==> config.mk <==
export PLATFORM = sky130hd
export DESIGN_NAME = twcw_row_engine
export DESIGN_NICKNAME = d
export VERILOG_FILES = /design/src/design/twcw_pkg.sv /design/src/design/twcw_row_engine.sv
export SDC_FILE = /design/constraint.sdc
export NUM_CORES = 1
export LEC_CHECK = 0
export BUFFER_PORTS_ARGS = -buffer_cell sky130_fd_sc_hd__buf_2
export CORE_MARGIN = 4
export CORE_UTILIZATION = 48
export CTS_CLUSTER_DIAMETER = 30
export DETAILED_ROUTE_END_ITERATION = 8
export PLACE_DENSITY = 0.77
export SYNTH_ARGS = -nofsm -noshare
export SYNTH_HDL_FRONTEND = slang
export SYNTH_SLANG_ARGS = --single-unit
==> constraint.sdc <==
create_clock -name clk -period 4 [get_ports clk]
set_input_delay 0 -clock clk [delete_from_list [all_inputs] [get_ports clk]]
set_output_delay 0 -clock clk [all_outputs]
set_load 0.01 [all_outputs]
==> src/design/twcw_pkg.sv <==
package twcw_pkg;

  // Character codes
  localparam logic [7:0] CHAR_SPACE = 8'h20;
  localparam logic [7:0] CHAR_CR    = 8'h0D;
  localparam logic [7:0] CHAR_LF    = 8'h0A;
  localparam logic [7:0] LOW7_MASK  = 8'h7F;
  localparam logic [7:0] PRINT_MIN  = 8'd32;

  // Stream and configuration widths
  localparam int IN_DATA_W  = 24;
  localparam int OUT_DATA_W = 24;
  localparam int CMD_W      = 2;
  localparam int CFG_IDX_W  = 2;
  localparam int CFG_W      = 7;

  typedef enum logic [CMD_W-1:0] {
    CMD_WRITE = 2'd0,
    CMD_CLEAR = 2'd1,
    CMD_READ  = 2'd2,
    CMD_ACK   = 2'd3
  } cmd_t;

  localparam logic [CFG_IDX_W-1:0] CFG_ENABLE = 2'd0;
  localparam logic [CFG_IDX_W-1:0] CFG_COLS   = 2'd1;
  localparam logic [CFG_IDX_W-1:0] CFG_ROWS   = 2'd2;

  // Flags of one row sweep job
  typedef struct packed {
    logic src_valid;
    logic dst_valid;
    logic has_char;
  } row_job_flags_t;

  // Status of the row sweep engine
  typedef struct packed {
    logic active;
    logic busy;
    logic done;
  } row_eng_status_t;

  // Index width for n entries, at least one bit
  function automatic int idx_w(input int n);
    return (n > 1) ? $clog2(n) : 1;
  endfunction

endpackage

==> src/design/twcw_row_engine.sv <==
module twcw_row_engine import twcw_pkg::*; #(
  parameter int MAX_COLS = 64,
  parameter int MAX_ROWS = 32
) (
  input  logic                                clk,
  input  logic                                rst,
  input  logic                                start,
  input  row_job_flags_t                      flags,
  input  logic [idx_w(MAX_ROWS)-1:0]          dst_row,
  input  logic [idx_w(MAX_ROWS)-1:0]          src_row,
  input  logic [idx_w(MAX_COLS)-1:0]          char_col,
  input  logic [7:0]                          char_val,
  input  logic [$clog2(MAX_COLS+1)-1:0]       cols,
  output row_eng_status_t                     status,
  output logic                                rd_en,
  output logic [idx_w(MAX_ROWS)+idx_w(MAX_COLS)-1:0] rd_addr,
  input  logic [7:0]                          rd_data,
  output logic                                wr_en,
  output logic [idx_w(MAX_ROWS)+idx_w(MAX_COLS)-1:0] wr_addr,
  output logic [7:0]                          wr_data
);

  localparam int RW  = idx_w(MAX_ROWS);
  localparam int CW  = idx_w(MAX_COLS);
  localparam int CNW = $clog2(MAX_COLS + 1);
  localparam logic [CW-1:0] LAST_COL = CW'(MAX_COLS - 1);

  typedef enum logic [1:0] {
    WK_NONE  = 2'd0,
    WK_CHAR  = 2'd1,
    WK_COPY  = 2'd2,
    WK_SPACE = 2'd3
  } wr_kind_t;

  logic                 active;
  logic [CW-1:0]        col;
  row_job_flags_t       j_flags;
  logic [RW-1:0]        j_dst;
  logic [RW-1:0]        j_src;
  logic [CW-1:0]        j_char_col;
  logic [7:0]           j_char;
  logic [CNW-1:0]       j_cols;

  logic                 s1_valid;
  logic                 s1_last;
  wr_kind_t             s1_kind;
  logic [RW+CW-1:0]     s1_addr;
  logic [7:0]           s1_char;

  wr_kind_t             kind;

  // Decide what goes into the destination cell while its source is read
  always_comb begin
    if (j_flags.has_char && col == j_char_col) begin
      kind = WK_CHAR;
    end else if ({1'b0, col} < (CW+1)'(j_cols)) begin
      kind = j_flags.src_valid ? WK_COPY : WK_SPACE;
    end else if (j_flags.dst_valid) begin
      kind = WK_NONE;
    end else begin
      kind = WK_SPACE;
    end
  end

  always_ff @(posedge clk) begin
    if (rst) begin
      active   <= 1'b0;
      s1_valid <= 1'b0;
      s1_last  <= 1'b0;
    end else begin
      s1_valid <= active;
      s1_last  <= active && col == LAST_COL;
      if (start) begin
        active <= 1'b1;
      end else if (active && col == LAST_COL) begin
        active <= 1'b0;
      end
    end
    if (start) begin
      col        <= '0;
      j_flags    <= flags;
      j_dst      <= dst_row;
      j_src      <= src_row;
      j_char_col <= char_col;
      j_char     <= char_val;
      j_cols     <= cols;
    end else if (active) begin
      col <= col + 1'b1;
    end
    if (active) begin
      s1_kind <= kind;
      s1_addr <= {j_dst, col};
      s1_char <= j_char;
    end
  end

  assign rd_en   = active && j_flags.src_valid;
  assign rd_addr = {j_src, col};

  assign wr_en   = s1_valid && s1_kind != WK_NONE;
  assign wr_addr = s1_addr;

  always_comb begin
    unique case (s1_kind)
      WK_CHAR:  wr_data = s1_char;
      WK_COPY:  wr_data = rd_data;
      WK_SPACE: wr_data = CHAR_SPACE;
      WK_NONE:  wr_data = CHAR_SPACE;
    endcase
  end

  assign status.active = active;
  assign status.busy   = active || s1_valid;
  assign status.done   = s1_valid && s1_last;

endmodule

# Yosys cells after proc, flatten, opt, wreduce, memory -nomap -nowiden
# Cells that the tools add are included.
[op_classes] magnitude_cmp=1 eq_ne=5 muxes=6 addsub=1 n_reduce_logical=10
[op_table] cell="one-hot mux 8 bit (3 select lines)" n=1
[op_table] cell="less-than comparator 6 x 7 -> 1 bit" n=1
[op_table] cell="adder 6 x 1 -> 6 bit (second input constant)" n=1
[op_table] cell="== test 6 bit" n=1
[op_table] cell="== test 6 bit (second input constant)" n=1
[op_table] cell="logical AND 1 bit" n=5
[op_table] cell="== test 2 bit (second input constant)" n=2
[op_table] cell="2-to-1 mux 2 bit" n=2
[op_table] cell="nonzero test 2 bit" n=2
[op_table] cell="2-to-1 mux 1 bit" n=3
[op_table] cell="== test 2 x 1 -> 1 bit (second input constant)" n=1
[op_table] cell="zero test 2 bit" n=1
[op_table] cell="OR reduction 2 bit" n=1
[op_table] cell="logical OR 1 bit" n=1
[word_totals] elab_cells=38 inputBits=45 out_inout_bits=35 register_bits=64

# Logic depth before layout (Yosys ltp)
[logic_depth] depth_word=4 mapped_depth=7 depth_no_buf=7

# Least setup slack after synthesis
# No wires, ideal clock.
[synth_path] path_kind="register -> register" start="register active" end="register active" required_time_ns=3.886 setup_ns=0.114 path_slack_ns=2.251 synth_period_minus_slack_ns=1.749 t_arrival_ns=1.635 path_buffers=1 path_stages_with_launch=6 cell_sequence="dfxtp_1 buf_4 nand4_1 or2_2 a21oi_1 nor2_1"
[synth_between] elab_chain_cells=2
[synth_lines] element="start: declaration" line_no="twcw_row_engine.sv:35" text="logic active;"
[synth_lines] element="start signal: assignment" line_no="twcw_row_engine.sv:67" text="active <= 1'b0;"
[synth_lines] element="start signal: assignment" line_no="twcw_row_engine.sv:74" text="active <= 1'b1;"
[synth_lines] element="start signal: assignment" line_no="twcw_row_engine.sv:76" text="active <= 1'b0;"
[synth_lines] element="logical AND 1 bit" line_no="twcw_row_engine.sv:75" text="end else if (active && col == LAST_COL) begin"
[synth_lines] element="nonzero test 2 bit (no line)"
# Every way passes these cells.
# A chain may end at the register's enable or synchronous reset.

# Worst setup path in the final report
[layout_path] start="register col[2]" end="register s1_kind[0] (data pin)"
[layout_between] elab_chain_cells=2 word_cells_on_any_way=4 classes_between="order compare (1); eq/ne (1); mux (1); reduce/logical (1)"
[layout_lines] element="start: declaration" line_no="twcw_row_engine.sv:36" text="logic [CW-1:0] col;"
[layout_lines] element="start signal: assignment" line_no="twcw_row_engine.sv:88" text="col <= col + 1'b1;"
[layout_lines] element="less-than comparator 6 x 7 -> 1 bit / == test 6 bit (equally long branches)" line_no="twcw_row_engine.sv:56, twcw_row_engine.sv:54"
[layout_lines] element="2-to-1 mux 2 bit / logical AND 1 bit (equally long branches)" line_no="twcw_row_engine.sv:56, twcw_row_engine.sv:54"
[layout_lines] element="end signal: assignment" line_no="twcw_row_engine.sv:91" text="s1_kind <= kind;"
[layout_lines] element="end: declaration" line_no="twcw_row_engine.sv:46" text="wr_kind_t s1_kind;"
# Parallel ways exist; a longest one is shown, timed or not.

==> metrics.txt <==
FFs w/ async S/R, synth=0%; CTS Buf Count=9; via/cell ratio=4.629; RR Startpoint=col[2]; vias in the first global route=1,660; R2R Path End=s1_kind[0]; antenna violations before repair=0; Hold Crit Depth=2; largest fanout on the critical path=7; Pwr Density=421.9 mW/mm2; area grow syn2layout=42.04%; post-synth cell types=27; RSZ-0062 raised after global routing=false; sequential fraction of the synthesis area=77.13%; Relative slew margins=41.83%; CTS tree=built; Finished Layout Cells=337; reg2reg path depth=6; post-route ant nets=0; diode count=0; EDFF count, synth=55; total power=1.423 mW; ys flop type=edfxtp_1; core area=0.004755 mm2; Final Hold Fails=0; syn nets=196; first-pass GRT wire length=8017 um; Slowest cell on crit path=dfxtp_1; Final Hold Slack=293.3 ps; detailed-route wire length=4777 um; Syn Inst Count=142; synth warn=0; cell type with the largest total area after synthesis=edfxtp_1; dpl cells=286; Multi-input gate area=494.2 um2; via count=1,560; post-synthesis register bit count=64; H-tree depth=3; final setup vio count=0; utilization after layout=70.95%; Max Slew Vio Count=0; standard-cell rows=25; min Tclk post-route=1874 ps; worst-path cell chain=ha_1 -> a21o_1 -> a31oi_1 -> o22a_2 -> mux2i_1 -> or2_1; clock slew at reported path FFs=60 ps; io pins=80; Fmax=0.5337 GHz; setup tns final=0 ps; worst endpoint data arrival time=1950 ps; hpwl dp=2979 um; root buf cell=clkbuf_8; slew of the pin with the lowest slew margin=872.6 ps; CP endpoint kind=register; fin crit share=46.85%; Hold EP=col[4]; Sink Count=64; Iteration-0 DRC Markers=82; cts repair resizes=0; nets=319; Lkg Pwr=1.476 nW; total gr overflow=0; GRT Util Overall=17.23%; I/O Buffers=79; clk buf depth=2; layout cells sized above 1=35.93%; Die Wd=78.34 um; Mean Syn Cell Area=16.72 um2; hold_sp=start; die height=78.34 um; Placer Congestion=0.7222; pin count of the biggest net entering global routing=42; Register Area=0.001832 mm2; Area contributors post-synth=edfxtp_1, dfxtp_1, ha_1, a22o_1, xor2_1; Worst-Skew Late Latency=320 ps; Synth top area share=69.55%; status=finished, final reports clean; fill count=325; HP Class=in -> reg; Register-to-Register Setup Slack=2130 ps; DRC viols=0; Worst path max stage delay=480 ps; Max-Cap Viols=0; first-pass iteration count of the detailed router=4; Req. time, crit path=4080 ps; VDD IR max=279.2 uV; WP buf/inv=0; Top delay family on crit path=compound AO/OA/AOI/OAI gates; startpoint type of the worst setup path=register; crit path kind=reg -> reg; Initial Utilization=49.95%; clock skew=5.841 ps; Post-Synthesis Cell Area=0.002375 mm2; WL per Instance=14.18 um; die area=0.006137 mm2
-- cells in the final DEF (no fill, tap or decap), drive strengths merged --
master,n
a21oi,4
xnor2,4
or3,1
mux2i,2
a22o,6
nor2,7
edfxtp,55
nand2,7
dlygate4sd3,35
clkinv,4
nand4,3
ha,9
clkbuf,11
a31oi,1
nand4b,1
bufinv,1
nand2b,1
nor2b,3
xor2,6
or2,3
a21o,2
inv,8
nor4,1
and2,2
buf,80
o21ai,2
mux2,1
dfxtp,9
o22a,1
-- synth_stat cells (2+ instances only) --
cell      instances
a21o_1            2
a21oi_1           4
a22o_1            6
and2_1            2
buf_4             2
dfxtp_1           9
edfxtp_1         55
ha_1              9
inv_1             8
mux2i_1           2
nand2_1           7
nand4_1           3
nor2_1            7
nor2b_1           3
o21ai_0           2
or2_2             2
xnor2_1           4
xor2_1            6
-- what timing repair did --
item	4_1_cts	5_1_grt
hold buffers	35	0
buffers inserted	0	0
endpoints found under the hold margin	37	0
-- flip-flops by register name (all words and copies together) (netlist names) --
register and cells:
s1_kind 2, wr_addr 11, j_cols 7, s1_valid 1
j_char 8, j_dst 5, j_char_col 6, j_flags 3
s1_last 1, col 6, j_src 5, active 1
s1_char 8
-- layout make-up --
class	count	share of cell area [%]
inverter	8	0.8902
timing repair buffer	115	22.33
clock buffer	11	3.895
tap	67	2.485
clock inverter	5	1.447
sequential	64	54.30
multi-input combinational	67	14.65
-- how the worst max path moves through the flow --
stage | startpoint | end | slack [ps] | depth (start not counted)
after floorplan | active | active | 2250 | 5
after global placement | col[2] | s1_kind[0] | 2240 | 6
after detailed placement | col[2] | s1_kind[0] | 2130 | 6
after CTS | col[2] | s1_kind[0] | 2110 | 6
after global routing | col[2] | s1_kind[0] | 2030 | 6
final | col[2] | s1_kind[0] | 2130 | 6
-- stage by stage --
| stage | setup slack, ps | cell area [um2] |
|---|---|---|
| finish | 2126 | 3373 |
| global route | 2028 | 3373 |
| CTS | 2110 | 3373 |
| detailed placement | 2127 | 2843 |
| global placement | 2237 | 2843 |
| floorplan | 2251 | 2375 |
-- kinds of logic after synthesis --
group | synth area share [%]
buf+inv | 2.055
mux | 1.317
flops | 77.13
fa+ha+maj | 4.742
xor+xnor | 3.688
compound gates | 4.795
simple gates | 6.271
-- metal layers --
layer | track usage (%) | up-vias | routed length [um]
li1 | - | 766 | -
met1 | 20.23 | 723 | 1888
met2 | 27.91 | 60 | 2421
met3 | 7.110 | 11 | 357
met4 | 7.343 | 0 | 110
met5 | 0 | - | 0
-- report_power, final --
group | switching [mW] | leakage, nW | internal (mW)
combinational | 0.0573 | 0.776 | 0.0688
sequential | 0.0171 | 0.605 | 0.775
clock | 0.222 | 0.0945 | 0.283
total | 0.296 | 1.48 | 1.13
Note: power is estimated with default switching activity, not from simulation.
